==> config.mk <==
export PLATFORM = sky130hd
export DESIGN_NAME = chroma_intra_predictor_8x8
export DESIGN_NICKNAME = d
export VERILOG_FILES = /design/src/rtl/core/cip_pkg.sv /design/src/rtl/core/chroma_intra_predictor_8x8.sv /design/src/rtl/core/cip_front.sv /design/src/rtl/core/cip_queue.sv /design/src/rtl/core/cip_back.sv
export VERILOG_INCLUDE_DIRS = /design/src /design/src/rtl/core
export SDC_FILE = /design/constraint.sdc
export NUM_CORES = 2
export LEC_CHECK = 0
export ABC_AREA = 1
export BUFFER_PORTS_ARGS = -buffer_cell sky130_fd_sc_hd__buf_2
export CORE_MARGIN = 10
export CORE_UTILIZATION = 50
export DETAILED_ROUTE_END_ITERATION = 7
export PLACE_DENSITY_LB_ADDON = 0.08
export SLEW_MARGIN = 20
export SYNTH_ARGS = -nofsm -noshare
export SYNTH_HDL_FRONTEND = slang
export SYNTH_SLANG_ARGS = --single-unit
==> constraint.sdc <==
create_clock -name i_clk -period 14.1 [get_ports i_clk]
set_clock_uncertainty 0.1 [all_clocks]
set_input_delay 3.525 -clock i_clk [delete_from_list [all_inputs] [get_ports i_clk]]
set_output_delay 3.525 -clock i_clk [all_outputs]
set_load 0.005 [all_outputs]
==> src/rtl/core/chroma_intra_predictor_8x8_assert.svh <==
// Assertion macros for the chroma intra predictor.
// Needs nothing else; included at the end of the top level.
`ifndef CHROMA_INTRA_PREDICTOR_8X8_ASSERT_SVH
`define CHROMA_INTRA_PREDICTOR_8X8_ASSERT_SVH

// The consequent must hold in the same cycle as the antecedent.
`define CIP_ASSERT_NOW(lbl, clk, rst_n, ante, cons) \
    lbl: assert property (@(posedge clk) disable iff (!rst_n) (ante) |-> (cons)) \
        else $error("cip check failed: same cycle");

// The consequent must hold in the cycle after the antecedent.
`define CIP_ASSERT_NEXT(lbl, clk, rst_n, ante, cons) \
    lbl: assert property (@(posedge clk) disable iff (!rst_n) (ante) |=> (cons)) \
        else $error("cip check failed: next cycle");

`endif

==> src/rtl/core/cip_pkg.sv <==
// Shared types for the chroma intra predictor.
// Used by the front, the queue, the back and the top level; depends on nothing.
package cip_pkg;

    // How the back end builds each row of a block.
    typedef enum logic [1:0] {
        K_QUAD  = 2'd0,
        K_HOR   = 2'd1,
        K_VER   = 2'd2,
        K_PLANE = 2'd3
    } t_kind;

    localparam int unsigned BASE_W = 17;
    localparam int unsigned GRAD_W = 12;

    // One classified request as it waits in the queue.
    // For K_QUAD, data[31:0] holds the quadrant values: upper left, upper right,
    // lower left, lower right, from the low byte up.
    typedef struct packed {
        t_kind                     kind;
        logic [63:0]               data;
        logic signed [BASE_W-1:0]  base;
        logic signed [GRAD_W-1:0]  grad_b;
        logic signed [GRAD_W-1:0]  grad_c;
    } t_desc;

endpackage

==> src/rtl/core/chroma_intra_predictor_8x8.sv <==
// Top level of the 8x8 chroma intra predictor.
// Depends on cip_pkg, cip_front, cip_queue, cip_back and the assertion header.
//
// Usage:
//   Request channel (i_valid / o_ready): one 8x8 chroma block with its mode,
//   the eight samples above, the eight to the left and the top-left corner.
//   Row channel (o_valid / i_ready): eight rows per request, top row first,
//   each with its row index and a last-row flag on row 7.
//   Row 0 passes through the queue, the back end's descriptor register and
//   its output register. Rows leave at one row per cycle while the receiver
//   is ready; the back end pulls the next request as its last row moves out.
//   The request queue holds QUEUE_DEPTH classified requests, so the front
//   keeps taking requests while the back end is still busy on earlier ones.
//   Reset empties the queue and drops any rows in flight.
//   When the receiver stalls, the current row holds; once the queue fills,
//   o_ready drops until rows drain.
module chroma_intra_predictor_8x8
    import cip_pkg::*;
#(
    parameter int unsigned QUEUE_DEPTH = 2
) (
    input  logic        i_clk,
    input  logic        i_rst_n,
    input  logic        i_valid,
    output logic        o_ready,
    input  logic [2:0]  i_req_type,
    input  logic [63:0] i_top_row,
    input  logic [63:0] i_left_col,
    input  logic [7:0]  i_corner,
    output logic        o_valid,
    input  logic        i_ready,
    output logic [2:0]  o_row_index,
    output logic [63:0] o_row_pixels,
    output logic        o_last_row
);

    t_desc front_desc;
    t_desc queue_desc;
    logic  queue_valid;
    logic  queue_pop;
    logic  back_busy;

    // Classify each request.
    cip_front u_front (
        .i_req_type (i_req_type),
        .i_top_row  (i_top_row),
        .i_left_col (i_left_col),
        .i_corner   (i_corner),
        .o_desc     (front_desc)
    );

    // Decouple the front from the back.
    cip_queue #(
        .DEPTH (QUEUE_DEPTH)
    ) u_queue (
        .i_clk        (i_clk),
        .i_rst_n      (i_rst_n),
        .i_push       (i_valid),
        .i_push_desc  (front_desc),
        .o_push_ready (o_ready),
        .i_pop        (queue_pop),
        .o_pop_valid  (queue_valid),
        .o_pop_desc   (queue_desc)
    );

    // Produce the rows.
    cip_back u_back (
        .i_clk        (i_clk),
        .i_rst_n      (i_rst_n),
        .i_desc_valid (queue_valid),
        .i_desc       (queue_desc),
        .o_desc_pop   (queue_pop),
        .o_busy       (back_busy),
        .o_valid      (o_valid),
        .i_ready      (i_ready),
        .o_row_index  (o_row_index),
        .o_row_pixels (o_row_pixels),
        .o_last_row   (o_last_row)
    );

`include "chroma_intra_predictor_8x8_assert.svh"

    // A taken row that is not the last is followed at once by the next row.
    `CIP_ASSERT_NEXT(a_row_follows, i_clk, i_rst_n, o_valid && i_ready && !o_last_row, o_valid && (o_row_index == $past(o_row_index) + 3'd1))

    // The last-row flag marks row 7 and only row 7.
    `CIP_ASSERT_NOW(a_last_flag, i_clk, i_rst_n, o_valid, o_last_row == (o_row_index == 3'd7))

    // The back end only pulls a request from the queue when one is waiting.
    `CIP_ASSERT_NOW(a_pop_valid, i_clk, i_rst_n, queue_pop, queue_valid && (!back_busy || o_valid))

endmodule

==> src/rtl/core/cip_front.sv <==
// Front end: classifies a request and works out its DC and plane terms.
// Depends on cip_pkg.
module cip_front
    import cip_pkg::*;
(
    input  logic [2:0]  i_req_type,
    input  logic [63:0] i_top_row,
    input  logic [63:0] i_left_col,
    input  logic [7:0]  i_corner,
    output t_desc       o_desc
);

    localparam logic [2:0] MODE_DC    = 3'd0;
    localparam logic [2:0] MODE_HOR   = 3'd1;
    localparam logic [2:0] MODE_VER   = 3'd2;
    localparam logic [2:0] MODE_PLANE = 3'd3;
    localparam logic [2:0] MODE_DCL   = 3'd4;
    localparam logic [2:0] MODE_DCT   = 3'd5;
    localparam logic [7:0] FLAT       = 8'd128;

    logic [7:0]  top [8];
    logic [7:0]  lft [8];
    logic [9:0]  t0, t1, l0, l1;
    logic [10:0] sum_tl0, sum_tl1;
    logic [10:0] t0_r, t1_r, l0_r, l1_r;
    logic [7:0]  dc_all_ul, dc_all_lr, dc_t0, dc_t1, dc_l0, dc_l1;
    logic signed [12:0] hsum, vsum;
    logic signed [17:0] h17, v17;
    logic signed [BASE_W-1:0] b_ext, c_ext, a_ext;

    // Split the neighbor words into samples.
    always_comb begin
        for (int k = 0; k < 8; k++) begin
            top[k] = i_top_row[8*k +: 8];
            lft[k] = i_left_col[8*k +: 8];
        end
    end

    // Half sums of the neighbors and the rounded DC values.
    always_comb begin
        t0 = 10'(top[0]) + 10'(top[1]) + 10'(top[2]) + 10'(top[3]);
        t1 = 10'(top[4]) + 10'(top[5]) + 10'(top[6]) + 10'(top[7]);
        l0 = 10'(lft[0]) + 10'(lft[1]) + 10'(lft[2]) + 10'(lft[3]);
        l1 = 10'(lft[4]) + 10'(lft[5]) + 10'(lft[6]) + 10'(lft[7]);
        sum_tl0 = 11'(t0) + 11'(l0) + 11'd4;
        sum_tl1 = 11'(t1) + 11'(l1) + 11'd4;
        t0_r = 11'(t0) + 11'd2;
        t1_r = 11'(t1) + 11'd2;
        l0_r = 11'(l0) + 11'd2;
        l1_r = 11'(l1) + 11'd2;
        dc_all_ul = sum_tl0[10:3];
        dc_all_lr = sum_tl1[10:3];
        dc_t0 = t0_r[9:2];
        dc_t1 = t1_r[9:2];
        dc_l0 = l0_r[9:2];
        dc_l1 = l1_r[9:2];
    end

    // Plane gradients: weighted differences across the top and left edges.
    always_comb begin
        hsum = 13'sd1 * (13'(signed'({1'b0, top[4]})) - 13'(signed'({1'b0, top[2]})))
             + 13'sd2 * (13'(signed'({1'b0, top[5]})) - 13'(signed'({1'b0, top[1]})))
             + 13'sd3 * (13'(signed'({1'b0, top[6]})) - 13'(signed'({1'b0, top[0]})))
             + 13'sd4 * (13'(signed'({1'b0, top[7]})) - 13'(signed'({1'b0, i_corner})));
        vsum = 13'sd1 * (13'(signed'({1'b0, lft[4]})) - 13'(signed'({1'b0, lft[2]})))
             + 13'sd2 * (13'(signed'({1'b0, lft[5]})) - 13'(signed'({1'b0, lft[1]})))
             + 13'sd3 * (13'(signed'({1'b0, lft[6]})) - 13'(signed'({1'b0, lft[0]})))
             + 13'sd4 * (13'(signed'({1'b0, lft[7]})) - 13'(signed'({1'b0, i_corner})));
        // 17 * sum + 16, then floor division by 32.
        h17 = (18'(hsum) <<< 4) + 18'(hsum) + 18'sd16;
        v17 = (18'(vsum) <<< 4) + 18'(vsum) + 18'sd16;
        b_ext = BASE_W'(h17 >>> 5);
        c_ext = BASE_W'(v17 >>> 5);
        a_ext = BASE_W'(signed'({1'b0, (9'(lft[7]) + 9'(top[7])), 4'd0}));
    end

    // Build the descriptor for the back end.
    always_comb begin
        o_desc.grad_b = GRAD_W'(b_ext);
        o_desc.grad_c = GRAD_W'(c_ext);
        // Value at column 0, row 0, including the rounding term.
        o_desc.base   = a_ext + BASE_W'(16) - (b_ext + (b_ext <<< 1))
                        - (c_ext + (c_ext <<< 1));
        o_desc.kind   = K_QUAD;
        o_desc.data   = '0;
        unique case (i_req_type)
            MODE_DC: begin
                o_desc.data[31:0] = {dc_all_lr, dc_l1, dc_t1, dc_all_ul};
            end
            MODE_HOR: begin
                o_desc.kind = K_HOR;
                o_desc.data = i_left_col;
            end
            MODE_VER: begin
                o_desc.kind = K_VER;
                o_desc.data = i_top_row;
            end
            MODE_PLANE: begin
                o_desc.kind = K_PLANE;
            end
            MODE_DCL: begin
                o_desc.data[31:0] = {dc_l1, dc_l1, dc_l0, dc_l0};
            end
            MODE_DCT: begin
                o_desc.data[31:0] = {dc_t1, dc_t0, dc_t1, dc_t0};
            end
            default: begin
                o_desc.data[31:0] = {FLAT, FLAT, FLAT, FLAT};
            end
        endcase
    end

endmodule

==> src/rtl/core/cip_queue.sv <==
// Small request queue between the front and back ends.
// Depends on cip_pkg for the descriptor type.
module cip_queue
    import cip_pkg::*;
#(
    parameter int unsigned DEPTH = 2
) (
    input  logic  i_clk,
    input  logic  i_rst_n,
    input  logic  i_push,
    input  t_desc i_push_desc,
    output logic  o_push_ready,
    input  logic  i_pop,
    output logic  o_pop_valid,
    output t_desc o_pop_desc
);

    localparam int unsigned PW = (DEPTH > 1) ? $clog2(DEPTH) : 1;
    localparam int unsigned CW = $clog2(DEPTH + 1);

    t_desc          r_mem [DEPTH];
    logic [PW-1:0]  r_wptr, r_rptr;
    logic [CW-1:0]  r_count;
    logic           do_push, do_pop;

    assign o_push_ready = (r_count != CW'(DEPTH));
    assign o_pop_valid  = (r_count != '0);
    assign o_pop_desc   = r_mem[r_rptr];
    assign do_push      = i_push && o_push_ready;
    assign do_pop       = i_pop && o_pop_valid;

    // Storage; entries need no reset.
    always_ff @(posedge i_clk) begin
        if (do_push) begin
            r_mem[r_wptr] <= i_push_desc;
        end
    end

    // Pointers and fill count.
    always_ff @(posedge i_clk) begin
        if (!i_rst_n) begin
            r_wptr  <= '0;
            r_rptr  <= '0;
            r_count <= '0;
        end else begin
            if (do_push) begin
                r_wptr <= (r_wptr == PW'(DEPTH - 1)) ? '0 : r_wptr + PW'(1);
            end
            if (do_pop) begin
                r_rptr <= (r_rptr == PW'(DEPTH - 1)) ? '0 : r_rptr + PW'(1);
            end
            if (do_push && !do_pop) begin
                r_count <= r_count + CW'(1);
            end else if (do_pop && !do_push) begin
                r_count <= r_count - CW'(1);
            end
        end
    end

endmodule

==> src/rtl/core/cip_back.sv <==
// Back end: walks one request through its eight rows into the output register.
// Depends on cip_pkg.
module cip_back
    import cip_pkg::*;
(
    input  logic        i_clk,
    input  logic        i_rst_n,
    input  logic        i_desc_valid,
    input  t_desc       i_desc,
    output logic        o_desc_pop,
    output logic        o_busy,
    output logic        o_valid,
    input  logic        i_ready,
    output logic [2:0]  o_row_index,
    output logic [63:0] o_row_pixels,
    output logic        o_last_row
);

    t_desc                    r_desc;
    logic                     r_busy;
    logic [2:0]               r_row;
    logic signed [BASE_W-1:0] r_base;
    logic                     r_out_valid;
    logic [2:0]               r_out_index;
    logic [63:0]              r_out_pixels;
    logic                     r_out_last;

    logic                     adv;
    logic                     emit;
    logic                     row_last;
    logic [63:0]              n_pixels;
    logic [7:0]               q_lo, q_hi;
    logic signed [BASE_W-1:0] b_ext, c_ext, acc;
    logic signed [BASE_W-6:0] shr;

    assign adv        = !r_out_valid || i_ready;
    assign emit       = r_busy && adv;
    assign row_last   = (r_row == 3'd7);
    assign o_desc_pop = i_desc_valid && (!r_busy || (adv && row_last));
    assign o_busy     = r_busy;
    assign b_ext      = BASE_W'(r_desc.grad_b);
    assign c_ext      = BASE_W'(r_desc.grad_c);

    // Row builder for the current row.
    always_comb begin
        q_lo     = r_row[2] ? r_desc.data[23:16] : r_desc.data[7:0];
        q_hi     = r_row[2] ? r_desc.data[31:24] : r_desc.data[15:8];
        n_pixels = '0;
        acc      = r_base;
        shr      = '0;
        unique case (r_desc.kind)
            K_QUAD: begin
                n_pixels = {{4{q_hi}}, {4{q_lo}}};
            end
            K_HOR: begin
                n_pixels = {8{r_desc.data[8*r_row +: 8]}};
            end
            K_VER: begin
                n_pixels = r_desc.data;
            end
            K_PLANE: begin
                // Each column adds its own multiple of the horizontal gradient
                // to the row value, so the columns are built side by side.
                for (int x = 0; x < 8; x++) begin
                    acc = r_base + BASE_W'(x) * b_ext;
                    shr = (BASE_W-5)'(acc >>> 5);
                    if (shr < 0) begin
                        n_pixels[8*x +: 8] = 8'd0;
                    end else if (shr > 255) begin
                        n_pixels[8*x +: 8] = 8'd255;
                    end else begin
                        n_pixels[8*x +: 8] = shr[7:0];
                    end
                end
            end
            default: begin
                n_pixels = '0;
            end
        endcase
    end

    // Descriptor and row sequencing.
    always_ff @(posedge i_clk) begin
        if (!i_rst_n) begin
            r_busy <= 1'b0;
            r_row  <= '0;
        end else if (o_desc_pop) begin
            r_busy <= 1'b1;
            r_row  <= '0;
        end else if (emit) begin
            r_row <= r_row + 3'd1;
            if (row_last) begin
                r_busy <= 1'b0;
            end
        end
    end

    // Descriptor payload and the running plane row value.
    always_ff @(posedge i_clk) begin
        if (o_desc_pop) begin
            r_desc <= i_desc;
            r_base <= i_desc.base;
        end else if (emit) begin
            r_base <= r_base + c_ext;
        end
    end

    // Output register.
    always_ff @(posedge i_clk) begin
        if (!i_rst_n) begin
            r_out_valid <= 1'b0;
        end else if (adv) begin
            r_out_valid <= r_busy;
        end
    end

    // Output row payload, loaded whenever a row moves out.
    always_ff @(posedge i_clk) begin
        if (emit) begin
            r_out_index  <= r_row;
            r_out_pixels <= n_pixels;
            r_out_last   <= row_last;
        end
    end

    assign o_valid      = r_out_valid;
    assign o_row_index  = r_out_index;
    assign o_row_pixels = r_out_pixels;
    assign o_last_row   = r_out_last;

endmodule

==> flow_summary.ini <==
[synthesis]
yosysWarnings = 0
syn_area_um2 = 39000
synth_simple_gate_area_share_pct = 18.9
synth_edf_count = 389
synth_ff_type = edfxtp_1
synth-adder-area-share_pct = 23.1
yosysSeqAreaShare_pct = 30.5
synth_compound_area_share_pct = 11.8
syn-instance-count = 4823
synth_top_family_by_area = adder cells
avgSynthCellArea_um2 = 8.08
synth_xor_area_share_pct = 5.89
synth_nets = 5588
synthMuxAreaShare_pct = 0
ys_ff_latch = 399
async_flop_share_pct = 0
ys_types = 59

[final_layout]
final.fill_count = 7489
final_common_cell = nand2_1
layout_common_cells = nand2_1, inv_1, ha_1
syn_to_final_growth_pct = 9.54
fin_nets = 5795
layout-drive-gt1-share_pct = 7.33

[die]
core-area_um2 = 77300
dieArea_um2 = 89500
num_rows = 102
die_w_um = 299
dieHeight_um = 299
start_util_pct = 50.4
ios = 213

[sta]
rsz0062_at_grt = false
hold_violations = 0
fin_crit_sh_pct = 89.0
max_freq_mhz = 79.7
period_minus_slack_ps = 12550
tightest_slew_ps = 1140
setup_violations = 0
max_slew_margin_pct = 24.0
fin_tns_setup_ps = 0
maxSlewViolCount = 0

[route]
drt-initial-drc-count = 2614
num_vias = 33199
wl_per_cell_um = 20.5
drt_first_pass_iters = 7
drt-total-wl_um = 125000
ant_nets = 0
via_per_inst = 5.44
drc_errors = 0

[cts]
clk_pin_slew_ps = 70
clockRootBuffer = clkbuf_16
post-cts-setup-buffers = 0
cts.hold.buffers_added = 0
h-tree-depth = 2
numCtsBuffers = 44
cts_tree = built
cts.path.max_buffers = 3
cts.sinks = 399
cts_resized = 0
clock_latency_ps = 580

[global_route]
grt_pass1_wl_um = 189000
antenna_found_initial = 3
grt_pass1_vias = 32030
grt_max_degree = 86
overflow = 0
track_usage_pct = 27.3

[worst_setup_path]
endpoint_kind = flop
crit_fanout = 5
critPathKind = in2reg
crit_required_ps = 14310
critical-path-max-stage-delay_ps = 530
cp_top_family = adder cells
cp-start-kind = input pin
path_buf_inv = 5
cp_slowest_cell = fa_1
worst_ep_arrival_time_ps = 12760

[placed_design]
hpwlAfterDp_um = 103000
portBuffers = 212
place_congestion = 1.01

[status]
status = finished clean

[min_path]
hold_class = reg2reg

[flow_run]
cap_violations = 0
cell usage after synthesis (all sizes together) (4+ instances only):
| cell | instances | area share (%) |
|---|---|---|
| ha | 462 | 15 |
| nand3b | 17 | 0.36 |
| xnor2 | 111 | 2.5 |
| o31ai | 7 | 0.15 |
| nor4 | 5 | 0.080 |
| a22o | 13 | 0.29 |
| o21bai | 53 | 1.1 |
| nand3 | 283 | 3.8 |
| dfxtp | 10 | 0.51 |
| o2111ai | 11 | 0.25 |
| edfxtp | 389 | 30 |
| or2 | 8 | 0.13 |
| a31oi | 15 | 0.24 |
| buf | 15 | 0.17 |
| o21ai | 221 | 2.9 |
| a21o | 28 | 0.54 |
| fa | 160 | 8.2 |
| xor2 | 145 | 3.3 |
| inv | 944 | 9.1 |
| nand4 | 70 | 1.1 |
| nor2 | 195 | 1.9 |
| nand2 | 1116 | 11 |
| o21a | 4 | 0.077 |
| nor3 | 33 | 0.45 |
| clkbuf | 56 | 0.54 |
| o211ai | 31 | 0.60 |
| a21oi | 362 | 4.8 |
| o221ai | 5 | 0.11 |
| a221oi | 6 | 0.13 |
| o22ai | 31 | 0.50 |
registers in the layout (all words and copies together), names as in the netlist, 2 cells and up, named ones only:
name,cells
u_queue.r_mem,214
u_back.r_desc,66
u_back.o_row_pixels,64
u_back.r_base,17
u_back.b_ext,12
u_back.c_ext,12
u_back.o_row_index,3
u_back.r_row,3
u_queue.r_count,2
metrics by stage:
step                util [%]  instance area (um^2)  hold WS (ps)  cells  worst slack (ps)
global placement        53.3                 41200           335   6024              1130
detailed placement      53.3                 41200           345   6024              1000
global route            55.2                 42700           386   6102               661
floorplan                  -                 39000           325   4823              2010
CTS                     55.2                 42700           363   6102              1610
finish                  55.2                 42700           358   6103              1550
worst register-to-register path: cells and delay by family, from the launching register on:
family                   cells  cell delay (ps)
AND/OR/NAND/NOR              9             1180
AO/OA/AOI/OAI                2              290
adder cells (fa/ha/maj)      4             1770
flip-flops                   1              800
buffers and inverters        3              310
path summary, 6_finish.rpt:
path / from / to / slack, ps / cells past startpoint
hold reg to reg: u_queue.r_rptr / flop / 360 / 1
setup reg to reg: u_back.b_ext[9] / u_back.o_row_pixels[58] / 9410 / 18
setup / recovery: i_top_row[32] / u_queue.r_mem[0][39] / 1550 / 48
hold / removal: u_queue.r_rptr / flop / 360 / 1
cell type report:
| class | count | area [um^2] | share of cell area, % |
|---|---|---|---|
| Multi-Input combinational cell | 3406 | 23300 | 54.5 |
| Sequential cell | 399 | 11900 | 27.9 |
| Inverter | 947 | 3560 | 8.33 |
| Tap cell | 1040 | 1300 | 3.05 |
| Timing Repair Buffer | 232 | 1210 | 2.84 |
| Clock buffer | 55 | 1160 | 2.73 |
| Clock inverter | 23 | 287 | 0.671 |
| Antenna cell | 1 | 2.50 | 0.00586 |
metal layers:
layer	wire length [um]	global-route usage [%]	share of wire, %	up-vias
met4	5720	11.3	4.6	4
met3	8780	3.77	7.0	221
met1	56000	37.7	45	15475
met5	27	0	0.022	-
met2	54400	42.7	44	1206
li1	-	-	-	16293
kinds of logic after synthesis:
family / Yosys count
compound gates: 794
buf+inv: 1018
simple gates: 1734
xor+xnor: 256
fa+ha+maj: 622
flops: 399
Power is not shown: default switching activity piles up to over one toggle a cycle in this logic, so the estimate is an artifact.
